`config.mk`:
```
export PLATFORM = sky130hd
export DESIGN_NAME = largest_prime_factor
export DESIGN_NICKNAME = d
export VERILOG_FILES = /design/src/hw/rtl/lpf_pkg.sv /design/src/hw/rtl/lpf_div.sv /design/src/hw/rtl/lpf_dp.sv /design/src/hw/rtl/lpf_ctrl.sv /design/src/hw/rtl/largest_prime_factor.sv
export SDC_FILE = /design/constraint.sdc
export NUM_CORES = 1
export LEC_CHECK = 0
export BUFFER_PORTS_ARGS = -buffer_cell sky130_fd_sc_hd__buf_2
export CORE_MARGIN = 1
export CORE_UTILIZATION = 62
export DETAILED_ROUTE_END_ITERATION = 8
export PLACE_DENSITY = 0.82
export SLEW_MARGIN = 20
export SYNTH_ARGS = -nofsm -noshare
export SYNTH_HDL_FRONTEND = slang
export SYNTH_SLANG_ARGS = --single-unit
```
`constraint.sdc`:
```
create_clock -name clk -period 6.44 [get_ports clk]
set_clock_uncertainty 0.2 [all_clocks]
set_input_delay 0 -clock clk [delete_from_list [all_inputs] [get_ports clk]]
set_output_delay 0 -clock clk [all_outputs]
set_load 0.1 [all_outputs]
```
`src/hw/rtl/lpf_pkg.sv`:
```
// Shared constants and control types for the largest prime factor block.
// No dependencies.
`timescale 1ns / 1ps

package lpf_pkg;

  localparam int IN_BITS        = 40;
  localparam int OUT_BITS       = 40;
  localparam int DEF_VALUE_BITS = 40;
  localparam int FIRST_DIV      = 2;

  // Commands from the controller to the datapath.
  typedef struct packed {
    logic load;
    logic div_start;
    logic take;
    logic next_div;
    logic finish;
  } lpf_cmd_t;

  // Status from the datapath to the controller.
  typedef struct packed {
    logic below_two;
    logic div_done;
    logic stop;
    logic exact;
  } lpf_sts_t;

endpackage

```
`src/hw/rtl/lpf_div.sv`:
```
// Restoring divider, one quotient bit per cycle.
// Takes its default width from lpf_pkg.
`timescale 1ns / 1ps

module lpf_div import lpf_pkg::*; #(
  parameter int W = DEF_VALUE_BITS
) (
  input  logic         clk,
  input  logic         rst_n,
  input  logic         start,
  input  logic [W-1:0] dividend,
  input  logic [W-1:0] divisor,
  output logic [W-1:0] quo,
  output logic [W-1:0] rem,
  output logic         done
);

  localparam int CW = $clog2(W + 1);

  logic [W-1:0]  quo_r, quo_nxt;
  logic [W-1:0]  rem_r, rem_nxt;
  logic [CW-1:0] cnt_r, cnt_nxt;
  logic          run_r, run_nxt;
  logic          done_r, done_nxt;
  logic [W:0]    rem_sh;
  logic [W+1:0]  diff;

  always_comb begin
    rem_sh   = {rem_r, quo_r[W-1]};
    diff     = {1'b0, rem_sh} - {2'b00, divisor};
    quo_nxt  = quo_r;
    rem_nxt  = rem_r;
    cnt_nxt  = cnt_r;
    run_nxt  = run_r;
    done_nxt = 1'b0;
    if (start) begin
      quo_nxt = dividend;
      rem_nxt = '0;
      cnt_nxt = CW'(W);
      run_nxt = 1'b1;
    end else if (run_r) begin
      // The partial remainder always stays below the divisor, so W bits hold it.
      if (diff[W+1]) begin
        rem_nxt = rem_sh[W-1:0];
      end else begin
        rem_nxt = diff[W-1:0];
      end
      quo_nxt = {quo_r[W-2:0], ~diff[W+1]};
      cnt_nxt = cnt_r - CW'(1);
      if (cnt_r == CW'(1)) begin
        run_nxt  = 1'b0;
        done_nxt = 1'b1;
      end
    end
  end

  always_ff @(posedge clk) begin
    quo_r <= quo_nxt;
    rem_r <= rem_nxt;
    cnt_r <= cnt_nxt;
    if (!rst_n) begin
      run_r  <= 1'b0;
      done_r <= 1'b0;
    end else begin
      run_r  <= run_nxt;
      done_r <= done_nxt;
    end
  end

  assign quo  = quo_r;
  assign rem  = rem_r;
  assign done = done_r;

endmodule

```
`src/hw/rtl/lpf_dp.sv`:
```
// Datapath: remaining value, trial divisor, best factor and result registers.
// Depends on lpf_pkg and lpf_div.
`timescale 1ns / 1ps

module lpf_dp import lpf_pkg::*; #(
  parameter int VALUE_BITS = DEF_VALUE_BITS
) (
  input  logic                clk,
  input  logic                rst_n,
  input  lpf_cmd_t            cmd,
  output lpf_sts_t            sts,
  input  logic [IN_BITS-1:0]  in_value,
  output logic [OUT_BITS-1:0] out_largest_factor,
  output logic                out_value_is_prime
);

  localparam logic [VALUE_BITS-1:0] TWO   = VALUE_BITS'(FIRST_DIV);
  localparam logic [VALUE_BITS-1:0] THREE = VALUE_BITS'(FIRST_DIV + 1);

  logic [VALUE_BITS-1:0] v_r, v_nxt;
  logic [VALUE_BITS-1:0] rest_r, rest_nxt;
  logic [VALUE_BITS-1:0] best_r, best_nxt;
  logic [VALUE_BITS-1:0] d_r, d_nxt;
  logic [VALUE_BITS-1:0] fact_r, fact_nxt;
  logic                  prime_r, prime_nxt;
  logic [VALUE_BITS-1:0] quo, rem;
  logic                  div_done;
  logic [VALUE_BITS-1:0] final_f;

  lpf_div #(.W(VALUE_BITS)) u_div (
    .clk      (clk),
    .rst_n    (rst_n),
    .start    (cmd.div_start),
    .dividend (rest_r),
    .divisor  (d_r),
    .quo      (quo),
    .rem      (rem),
    .done     (div_done)
  );

  always_comb begin
    final_f   = (rest_r > VALUE_BITS'(1)) ? rest_r : best_r;
    v_nxt     = v_r;
    rest_nxt  = rest_r;
    best_nxt  = best_r;
    d_nxt     = d_r;
    fact_nxt  = fact_r;
    prime_nxt = prime_r;
    if (cmd.load) begin
      v_nxt    = VALUE_BITS'(in_value);
      rest_nxt = VALUE_BITS'(in_value);
      best_nxt = VALUE_BITS'(1);
      d_nxt    = TWO;
    end
    if (cmd.take) begin
      rest_nxt = quo;
      best_nxt = d_r;
    end
    if (cmd.next_div) begin
      d_nxt = (d_r == TWO) ? THREE : d_r + TWO;
    end
    if (cmd.finish) begin
      fact_nxt  = final_f;
      prime_nxt = (v_r >= TWO) && (final_f == v_r);
    end
  end

  always_ff @(posedge clk) begin
    v_r     <= v_nxt;
    rest_r  <= rest_nxt;
    best_r  <= best_nxt;
    d_r     <= d_nxt;
    fact_r  <= fact_nxt;
    prime_r <= prime_nxt;
  end

  // Comparing the divisor with the quotient avoids forming its square.
  assign sts.below_two = rest_r < TWO;
  assign sts.div_done  = div_done;
  assign sts.stop      = d_r > quo;
  assign sts.exact     = rem == '0;

  assign out_largest_factor = OUT_BITS'(fact_r);
  assign out_value_is_prime = prime_r;

endmodule

```
`src/hw/rtl/lpf_ctrl.sv`:
```
// Controller state machine sequencing the trial-division loop.
// Depends on lpf_pkg for the command and status types.
`timescale 1ns / 1ps

module lpf_ctrl import lpf_pkg::*; (
  input  logic     clk,
  input  logic     rst_n,
  input  logic     start,
  output logic     busy,
  output logic     out_valid,
  output lpf_cmd_t cmd,
  input  lpf_sts_t sts
);

  localparam logic [2:0] S_IDLE  = 3'd0;
  localparam logic [2:0] S_CHECK = 3'd1;
  localparam logic [2:0] S_DIV   = 3'd2;
  localparam logic [2:0] S_EVAL  = 3'd3;

  logic [2:0] state_r, state_nxt;
  logic       valid_r, valid_nxt;

  always_comb begin
    state_nxt = state_r;
    valid_nxt = 1'b0;
    cmd       = '0;
    unique case (state_r)
      S_IDLE: begin
        if (start) begin
          cmd.load  = 1'b1;
          state_nxt = S_CHECK;
        end
      end
      S_CHECK: begin
        if (sts.below_two) begin
          cmd.finish = 1'b1;
          valid_nxt  = 1'b1;
          state_nxt  = S_IDLE;
        end else begin
          cmd.div_start = 1'b1;
          state_nxt     = S_DIV;
        end
      end
      S_DIV: begin
        if (sts.div_done) begin
          state_nxt = S_EVAL;
        end
      end
      S_EVAL: begin
        if (sts.stop) begin
          cmd.finish = 1'b1;
          valid_nxt  = 1'b1;
          state_nxt  = S_IDLE;
        end else if (sts.exact) begin
          // Divide the factor out and try the same divisor again.
          cmd.take  = 1'b1;
          state_nxt = S_CHECK;
        end else begin
          cmd.next_div = 1'b1;
          state_nxt    = S_CHECK;
        end
      end
      default: begin
        state_nxt = S_IDLE;
      end
    endcase
  end

  always_ff @(posedge clk) begin
    if (!rst_n) begin
      state_r <= S_IDLE;
      valid_r <= 1'b0;
    end else begin
      state_r <= state_nxt;
      valid_r <= valid_nxt;
    end
  end

  assign busy      = state_r != S_IDLE;
  assign out_valid = valid_r;

endmodule

```
`src/hw/rtl/largest_prime_factor.sv`:
```
// Channel   Ports                                     Handshake
// input     in_value                                  accepted when start & !busy
// result    out_largest_factor, out_value_is_prime    one-cycle out_valid strobe
//
// Each trial divisor passes through S_CHECK, S_DIV and S_EVAL; S_DIV waits on the
// bit-serial divider. A remaining value below two ends the search at S_CHECK;
// otherwise divisors two, three, five and so on are tried until one exceeds the
// quotient, and busy stays high until the search ends.
// The result word appears the cycle after the search ends; busy is already low then.
// Synchronous active-low reset clears the controller; no clearing pass is needed.
// The receiver cannot stall, so each result is flagged by out_valid for one cycle only.
`timescale 1ns / 1ps

module largest_prime_factor import lpf_pkg::*; #(
  parameter int VALUE_BITS = DEF_VALUE_BITS
) (
  input  logic                clk,
  input  logic                rst_n,
  input  logic                start,
  output logic                busy,
  input  logic [IN_BITS-1:0]  in_value,
  output logic                out_valid,
  output logic [OUT_BITS-1:0] out_largest_factor,
  output logic                out_value_is_prime
);

  lpf_cmd_t cmd;
  lpf_sts_t sts;

  lpf_ctrl u_ctrl (
    .clk       (clk),
    .rst_n     (rst_n),
    .start     (start),
    .busy      (busy),
    .out_valid (out_valid),
    .cmd       (cmd),
    .sts       (sts)
  );

  lpf_dp #(.VALUE_BITS(VALUE_BITS)) u_dp (
    .clk                (clk),
    .rst_n              (rst_n),
    .cmd                (cmd),
    .sts                (sts),
    .in_value           (in_value),
    .out_largest_factor (out_largest_factor),
    .out_value_is_prime (out_value_is_prime)
  );

endmodule

```
Yosys cells after proc, flatten, opt, wreduce, memory -nomap -nowiden
Index checks and enable logic that the tools add are counted.
- register bits after elaboration: 293
- input bits: 43
- output and inout bits: 43
- word-level logic and storage cells: 71
- $add $sub $neg: 3
- $lt $le $gt $ge: 4
- eq/ne operators: 8
- mux-type cells: 31
- bitwise logic cells: 3
- reduce and logical (&&, ||, !) cells: 9
- operators by type and width (operator ; count):
    2-to-1 mux 40 bit ; 11
    subtractor 41 x 40 -> 42 bit ; 1
    adder 40 x 2 -> 40 bit, second input constant ; 1
    equality test 40 x 2 -> 1 bit, second input constant ; 1
    equality test 40 bit ; 1
    greater-or-equal comparator 40 x 2 -> 1 bit, second input constant ; 1
    greater-than comparator 40 x 1 -> 1 bit, second input constant ; 1
    greater-than comparator 40 bit ; 1
    zero test 40 bit ; 1
    < comparator 40 x 2 -> 1 bit, second input constant ; 1
    2-to-1 mux 1 bit ; 13
    one-hot mux 3 bit (4 select lines) ; 1
    equality test 3 x 2 -> 1 bit, second input constant ; 2
    equality test 6 x 1 -> 1 bit, second input constant ; 1
    2-to-1 mux 2 bit ; 3
    2-to-1 mux 3 bit ; 2
    nonzero test 2 bit ; 3
    subtractor 6 x 1 -> 6 bit, second input constant ; 1
    equality test 3 x 1 -> 1 bit, second input constant ; 1
    zero test 3 bit ; 1
    NOT 1 bit ; 3
    nonzero test 3 bit ; 1
    OR reduction 3 bit ; 1
    inequality test 2 x 1 -> 1 bit, second input constant ; 1
    4 further kinds ; 4

Longest topological paths before layout
Gate-level depths: netlist (run 1).
- word-level depth: 5
- depth in mapped cells: 15
- mapped depth without buffers: 13

Cells and area by module
Synthesis (run 1) repeated with hierarchy kept, for this count alone.
- cells, all modules: 1572
- area total of the unflattened synthesis: 16779.8 µm²
- modules (own cells, without submodules) (module ; instances ; cells each ; area each (µm²) ; sequential area each (µm²)):
    lpf_dp ; 1 ; 852 ; 10430.0 ; 6035.8
    lpf_div ; 1 ; 699 ; 6177.2 ; 2162.1
    lpf_ctrl ; 1 ; 21 ; 172.7 ; 60.1

Worst setup path before layout (run 1)
No wires, ideal clock.
- path type: reg2reg
- from: reg u_dp.d_r[1]
- to: reg u_dp.best_r[0], enable pin
- arrival: 4341 ps
- required time: 5788 ps
- slack: 1447 ps
- stages on the path, launching flop included: 14
- period minus slack after synthesis: 4993 ps
- cell sequence: edfxtp_1 > ha_1 > nor2b_1 > o21ai_1 > nand2b_1 > a21oi_1 > o21ai_0 > a21o_1 > a211o_1 > nand2_1 > and4_1 > buf_2 > buf_2 > nand2b_1
- word-level cells in the longest chain between the ends: 4
- RTL lines (item ; line ; source):
    start: declaration ; lpf_dp.sv:23 ; logic [VALUE_BITS-1:0] d_r, d_nxt;
    start signal: assignment ; lpf_dp.sv:72 ; d_r <= d_nxt;
    greater-than comparator 40 bit ; lpf_dp.sv:80 ; assign sts.stop = d_r > quo;
    2-to-1 mux 2 bit ; lpf_ctrl.sv:50 ; if (sts.stop) begin
    2-to-1 mux 2 bit ; lpf_ctrl.sv:27 ; unique case (state_r)
    nonzero test 2 bit (no line) ; - ;
    end signal: assignment ; lpf_dp.sv:71 ; best_r <= best_nxt;
    end: declaration ; lpf_dp.sv:22 ; logic [VALUE_BITS-1:0] best_r, best_nxt;
No other way between the ends.
A chain may end at the register's enable or synchronous reset.

Worst setup path after layout (run 1)
- from: reg u_dp.d_r[1]
- to: reg u_dp.u_div.rem_r[21] (netlist: u_dp.u_div.rem[21])
- word-level cells in the longest chain between the ends: 2
- RTL lines (item ; line ; source):
    subtractor 41 x 40 -> 42 bit ; lpf_div.sv:30 ; diff = {1'b0, rem_sh} - {2'b00, divisor};
    2-to-1 mux 40 bit ; lpf_div.sv:43 ; if (diff[W+1]) begin
    end signal: assignment ; lpf_div.sv:59 ; rem_r <= rem_nxt;
    end: declaration ; lpf_div.sv:21 ; logic [W-1:0] rem_r, rem_nxt;
No other way between the ends.

==> results of run 1 <==
-- area by class of cell --
type | count | area [µm²] | share of cell area [%]
sequential | 292 | 8259 | 44.26
multi-input combinational | 1042 | 7241 | 38.81
timing repair buffer | 175 | 1299 | 6.960
clock buffer | 35 | 790.8 | 4.238
inverter | 121 | 454.2 | 2.434
tap | 330 | 412.9 | 2.213
clock inverter | 21 | 202.7 | 1.086
-- flip-flops by register name, summed over array words and instances (netlist names) --
signal / flops
u_dp.u_div.rem: 40
u_dp.rest_r: 40
u_ctrl.out_valid: 1
u_dp.out_value_is_prime: 1
u_dp.v_r: 40
u_dp.best_r: 40
u_dp.u_div.done: 1
u_dp.out_largest_factor: 40
u_dp.u_div.cnt_r: 6
u_dp.u_div.run_r: 1
u_dp.d_r: 40
u_dp.u_div.quo: 40
u_ctrl.state_r: 2
-- how the worst max path moves through the flow --
stage / slack [ns] / to / start / cells past startpoint
floorplan: 1.45 / u_dp.best_r[0] / u_dp.d_r[1] / 13
global placement: 2.46 / u_dp.rest_r[13] / u_dp.d_r[17] / 12
detailed placement: 2.40 / u_dp.u_div.rem[3] / u_dp.d_r[1] / 13
CTS: 2.37 / u_dp.u_div.rem[21] / u_dp.d_r[1] / 13
global route: 2.08 / u_dp.u_div.rem[9] / u_dp.d_r[1] / 13
finish: 2.35 / u_dp.u_div.rem[21] / u_dp.d_r[1] / 13
-- power breakdown --
group / switching [mW] / total, mW / internal (mW)
Sequential: 0.273 / 2.60 / 2.33
Combinational: 1.36 / 2.34 / 0.983
Clock: 0.765 / 1.77 / 1.00
-- worst min-delay path: stages --
cell and delay [ns]:
buf_2 0.10, nand2_1 0.14, nand2b_4 0.28
-- cell usage in the layout, fill, tap and decap left out, types with 12 or more instances in the layout --
cell and n:
a211oi_1 12, a21o_1 68, a21oi_1 83, and2_1 46
buf_2 85, clkbuf_16 31, dfxtp_1 50, dlygate4sd3_1 79
edfxtp_1 241, ha_1 83, inv_1 121, mux2_2 41
mux2i_1 33, nand2_1 119, nand3_1 27, nand4_1 27
nor2_1 83, nor3_1 21, nor4_1 49, o21ai_0 96
xnor2_1 61, xor2_1 38
-- repair_timing --
| action | in CTS | in global routing |
|---|---|---|
| endpoints found under the setup margin | 0 | 0 |
| hold endpoints to repair | 85 | 0 |
| setup buffers | 0 | 0 |
| hold buffers | 79 | 0 |
-- through the flow --
step / power (mW) / utilization [%]
after floorplan: 4.342 / -
after global placement: 4.795 / 66.42
after detailed placement: 4.858 / 66.42
after CTS: 6.648 / 73.44
after global routing: 7.025 / 73.46
final: 6.712 / 73.46
-- cells by family (layout without fill, tap and decap cells) --
family          Yosys count  in the layout  share of synthesized area (%)
compound gates          343            343                          13.55
xor+xnor                 99             99                          5.366
fa+ha+maj                84             84                          6.551
buf+inv                 175            352                          4.266
flops                   292            292                          51.10
mux                      76             76                          5.041
simple gates            440            440                          14.12
-- per-layer routing --
metal  wire [µm]  global-route usage (%)  up-vias
met5           0                       0        -
met3        4146                   5.003      120
met4        1913                   13.17        0
li1            -                       -     5842
met2       21500                   56.41      767
met1       17830                   44.36     6127
==> key figures, run 1 <==
Timing
  • Unrepaired setup endpoints after global routing: no
  • Hold Slack: 0.01668 ns
  • Worst-margin pin slew: 1.017 ns
  • Final TNS setup: 0 ns
  • Final worst slack: 2.351 ns
  • Fin crit period: 4.089 ns
  • Final worst-path cycle share: 63.49%
  • Finish-stage setup viols: 0
  • Final Max Slew Viols: 0
  • Slew HR: 32.22%
  • Highest clock rate: 0.2446 GHz
  • Hold Vio Cnt, Final: 0

Power and ir drop
  • Power per Cell Area: 359.7 nW/µm²
  • Leak: 7.508 nW
  • Max VDD drop: 0.0003102 V

Routing
  • Drt pass-1 iters: 5
  • DR WL/cell: 22.52 µm
  • Remaining DRCs: 0
  • Vias: 12,860
  • Number of routed nets with antenna violations: 0
  • Routed Wire Length: 45,400 µm
  • Via density per instance: 6.377
  • Initial DRC count: 1,596

Synthesis
  • Asr flop ratio synth: 0%
  • Mapped Area: 16,160 µm²
  • Top_reg_cell synth: edfxtp_1
  • Net count of the mapped netlist: 1,636
  • Post-synth EDFFs: 241
  • Synthesized flop and latch total: 292
  • Distinct cells, synth: 86
  • Top cells by count, synth: edfxtp_1 (241), inv_1 (121), nand2_1 (119), o21ai_0 (96)
  • Mapped Cells: 1,509
  • Synth top area cells: edfxtp_1 (45%), ha_1 (6.4%), dfxtp_1 (6.3%)
  • Mapped Avg Cell Area: 10.71 µm²
  • Sequential share of the synthesized area: 51.10%
  • Share of the synthesized area in the top cell type: 44.79%
  • Top-count cell post-synth: edfxtp_1
  • Top cell type by total area after synthesis: edfxtp_1
  • Synth warn: 0

Floorplanning
  • Initial Util: 63.62%
  • I/O Pins: 86
  • Die ar.: 26,710 µm²
  • Cell row count: 58
  • Die extent in y: 163.4 µm
  • Die Wd: 163.4 µm
  • Core area: 25,400 µm²

Finish
  • Final Cell Area: 18,660 µm²
  • Final Net Count: 1,790
  • Syn-to-layout area delta: 15.47%
  • Share of cells above drive strength 1: 12.69%
  • Fin cells: 2,016
  • Fill cells: 1,703
  • Diode count: 0

Global route
  • First-pass GRT wire length: 68,720 µm
  • Vias in the first global route: 12,160
  • Largest net degree at the start of global routing: 90
  • GR Overflow Total: 0
  • Total GRT Usage: 33.83%
  • Initial antenna violation count: 0

Placement
  • Port Buffers: 85
  • HPWL Detailed: 30,760 µm
  • Routability cong.: 0.9498
  • Setup Slack @ Placement: 2.402 ns
  • Placed insts: 1,881
  • Cell Area, Placed: 16,870 µm²

Worst setup path
  • Worst r2r dst: u_dp.u_div.rem[21]
  • Slowest stage cell, crit path: edfxtp_1
  • Crit path max fanout: 26
  • Startpoint types: flop
  • Arrival time worst endpoint: 4.31 ns
  • Reg-to-reg startpoint: u_dp.d_r[1]
  • Worst path most repeated cell: o21ai_4
  • CP Capture Type: flop
  • Path depth of the worst reg2reg path: 13
  • CP delay by family, top: compound AO/OA/AOI/OAI gates
  • Worst Path Buf+Inv: 2
  • Crit Path Category: flop to flop
  • CP cell instances: inv_1 -> ha_1 -> nor2b_1 -> o2111ai_2 -> a31oi_2 -> a21o_1 -> a31oi_1 -> o21ai_4 -> a21oi_4 -> o21ai_4 -> buf_4 -> mux2i_1 -> a21oi_1
  • CP required: 6.66 ns
  • Slowest stage delay, CP: 0.53 ns
  • Reg2Reg Setup Slack: 2.35 ns

Min path
  • Hold Crit Start: start
  • Hold Path Class: input pin to flop
  • WHS Endpoint: u_dp.rest_r[38]
  • Hold path cells: 3

Status
  • Outcome: finished clean

Clock network
  • Post_cts resized: 0
  • Num CTS Buffers: 31
  • Clock-pin transition on the worst setup and hold timing paths: 0.07 ns
  • Worst skew pair latency: 0.58 ns
  • H-tree levels: 1
  • Bufs on Longest Clock Path: 3
  • Total clock sinks: 292
  • CTS tree: built
  • Clk root buf: clkbuf_16

Job
  • Max-Cap Viols: 0
(Power assumes the default switching activity.)
==> run 2, diff against run 1 <==
==> constraint.sdc (replaced) <==
create_clock -name clk -period 3.77 [get_ports clk]
set_clock_uncertainty 0.2 [all_clocks]
set_input_delay 0 -clock clk [delete_from_list [all_inputs] [get_ports clk]]
set_output_delay 0 -clock clk [all_outputs]
set_load 0.1 [all_outputs]
==> key figures, run 2 (synthesis gave the netlist of run 1 again) <==
Timing
  • Final Max Slew Viols: 0 (unchanged)
  • Final worst-path cycle share: 100.2% (+37 points)
  • Hold Vio Cnt, Final: 0 (unchanged)
  • Hold Slack: 0.02107 ns (+0.004396 ns)
  • Finish-stage setup viols: 1 (+1)
  • Worst-margin pin slew: 1.050 ns (+0.03339 ns)
  • Slew HR: 29.34% (-2.9 points)
  • Highest clock rate: 0.2648 GHz (+8.3%)
  • Fin crit period: 3.776 ns (-0.3127 ns)
  • Unrepaired setup endpoints after global routing: no
  • Final worst slack: -0.006342 ns (-2.357 ns)

Finish
  • Fill cells: 1,566 (-8.0%)
  • Share of cells above drive strength 1: 15.33% (+2.6 points)
  • Multi-input combinational cell area: 7238 µm² (about the same)
  • Most frequent cells in the layout: edfxtp_1 (241), inv_1 (120), nand2_1 (118), o21ai_0 (96), buf_2 (85)
  • Syn-to-layout area delta: 19.21%
  • Commonest non-fill, non-tap cell in the layout: edfxtp_1
  • FF+latch area: 8259 µm² (unchanged)
  • Diode count: 0 (unchanged)
  • Final Net Count: 1,831 (+2.3%)

Clock network
  • Worst skew pair latency: 0.58 ns (about the same)
  • Bufs on Longest Clock Path: 3 (unchanged)
  • Num CTS Buffers: 31 (unchanged)
  • CTS tree: built
  • H-tree levels: 1 (unchanged)
  • Clk root buf: clkbuf_16
  • Clock-pin transition on the worst setup and hold timing paths: 0.06 ns (about the same)
  • Total clock sinks: 292 (unchanged)

Floorplanning
  • I/O Pins: 86 (unchanged)
  • Die extent in y: 163.4 µm (unchanged)
  • Die Wd: 163.4 µm (unchanged)
  • Core area: 25,400 µm² (unchanged)
  • Initial Util: 63.62% (unchanged)
  • Cell row count: 58 (unchanged)
  • Die ar.: 26,710 µm² (unchanged)

Status
  • Outcome: complete, but fails checks
  • Failing checks: setup timing

Worst setup path
  • CP Capture Type: flop
  • Arrival time worst endpoint: 3.98 ns (-0.33 ns)
  • Startpoint types: flop
  • Crit Path Category: flop to flop
  • CP required: 3.98 ns (-2.68 ns)
  • Crit path max fanout: 32 (+23%)

Global route
  • First-pass GRT wire length: 71,470 µm (+4.0%)
  • GR Overflow Total: 0 (unchanged)
  • Initial antenna violation count: 0 (unchanged)
  • Largest net degree at the start of global routing: 85 (-5.6%)
  • Vias in the first global route: 12,800 (+5.3%)
  • Total GRT Usage: 35.23% (+1.4 points)

Power and ir drop
  • Switch Pwr: 4.138 mW (+73%)
  • Combinational fraction of design power: 34.3% (-0.6 points)
  • Seq pwr share: 36.5% (-2.3 points)
  • Clock power share: 29.2% (+2.8 points)
  • Max VDD drop: 0.0005450 V (+76%)
  • Power per Cell Area: 627.2 nW/µm² (+74%)
  • Leak: 7.808 nW (+4.0%)
  • Total power: 12.08 mW (+80%)
  • Internal power: 7.943 mW (+84%)
  • Switch share: 34.25% (-1.4 points)

Routing
  • Remaining DRCs: 0 (unchanged)
  • Routed Wire Length: 46,650 µm (+2.8%)
  • Initial DRC count: 1,510 (-5.4%)
  • DR WL/cell: 22.66 µm (+0.61%)
  • Via density per instance: 6.343 (-0.53%)
  • Vias: 13,060 (+1.6%)
  • Number of routed nets with antenna violations: 0 (unchanged)
  • Drt pass-1 iters: 9 (+4)

Placement
  • HPWL Detailed: 31,760 µm (+3.2%)
  • Routability cong.: 0.9684 (+2.0%)
  • Port Buffers: 85 (unchanged)

Min path
  • Hold Path Class: input pin to flop

Job
  • Max-Cap Viols: 0 (unchanged)
[run 2: cell count changes in the layout (fill, tap and decap cells not counted), moves of 2 or more]
cell | previous run | this run
buf_12 | 0 | 8
buf_4 | 11 | 43
bufinv_16 | 3 | 9
clkbuf_1 | 4 | 2
clkinv_1 | 8 | 3
clkinvlp_4 | 1 | 6
[run 2: through the flow]
| step | cell area [µm²] | setup slack, ns | utilization, % | std cells | setup TNS [ns] |
|---|---|---|---|---|---|
| after global placement | 17270 | 0.2949 | 67.98 | 1920 | 0 |
| after floorplan | 16170 | 0.1827 | - | 1509 | 0 |
| after global routing | 19260 | 0.01178 | 75.84 | 2059 | 0 |
| final | 19260 | -0.006342 | 75.84 | 2059 | -0.006342 |
| after CTS | 19250 | 0.1518 | 75.77 | 2057 | 0 |
| after detailed placement | 17270 | 0.2123 | 67.98 | 1920 | 0 |
[run 2: layout make-up]
class                      count  share of cell area (%)
timing repair buffer         216                   8.872
clock inverter                23                   1.910
tap                          330                   2.143
multi-input combinational   1042                   37.57
clock buffer                  35                   4.267
sequential                   292                   42.87
inverter                     121                   2.358
[run 2: final timing paths]
check	from	end	slack, ns	depth (start not counted)
setup reg to reg	u_dp.rest_r[5]	u_dp.out_value_is_prime	-0.006	9
hold / removal	in_value[9]	u_dp.v_r[9]	0.02	2
setup / recovery	u_dp.rest_r[5]	u_dp.out_value_is_prime	-0.006	9
hold reg to reg	u_dp.u_div.cnt_r[1]	u_dp.u_div.cnt_r[1]	0.30	2
[run 2: timing repair]
action,4_1_cts,5_1_grt
resized for setup,0,0
endpoints found under the setup margin,0,33
hold endpoints to repair,101,1
hold buffers,79,1
buffers inserted,0,1
[run 2: per-layer routing]
metal  share of wire, %  global-route usage [%]
met3                9.0                   4.418
met5                  0                       0
met4                5.8                   19.16
met1                 38                   45.15
met2                 47                   58.07
[run 2: power by group through the flow]
stage | logic (mW) | clock network (mW) | registers [mW]
after floorplan | 3.08 | 0 | 4.33
after global placement | 3.88 | 0 | 4.43
after detailed placement | 3.96 | 0 | 4.45
after CTS | 4.07 | 3.52 | 4.39
after global routing | 4.54 | 3.65 | 4.45
final | 4.14 | 3.53 | 4.41
[run 2: worst max-delay path, cell delays in order (launching register included)]
cell and delay (ns):
edfxtp_1 0.45, nor4_1 0.70, nand4_1 0.26, nor3_4 0.35
buf_12 0.25, a21o_1 0.24, xor2_1 0.21, nor4_1 0.54
nand3_1 0.16, nor3_1 0.23
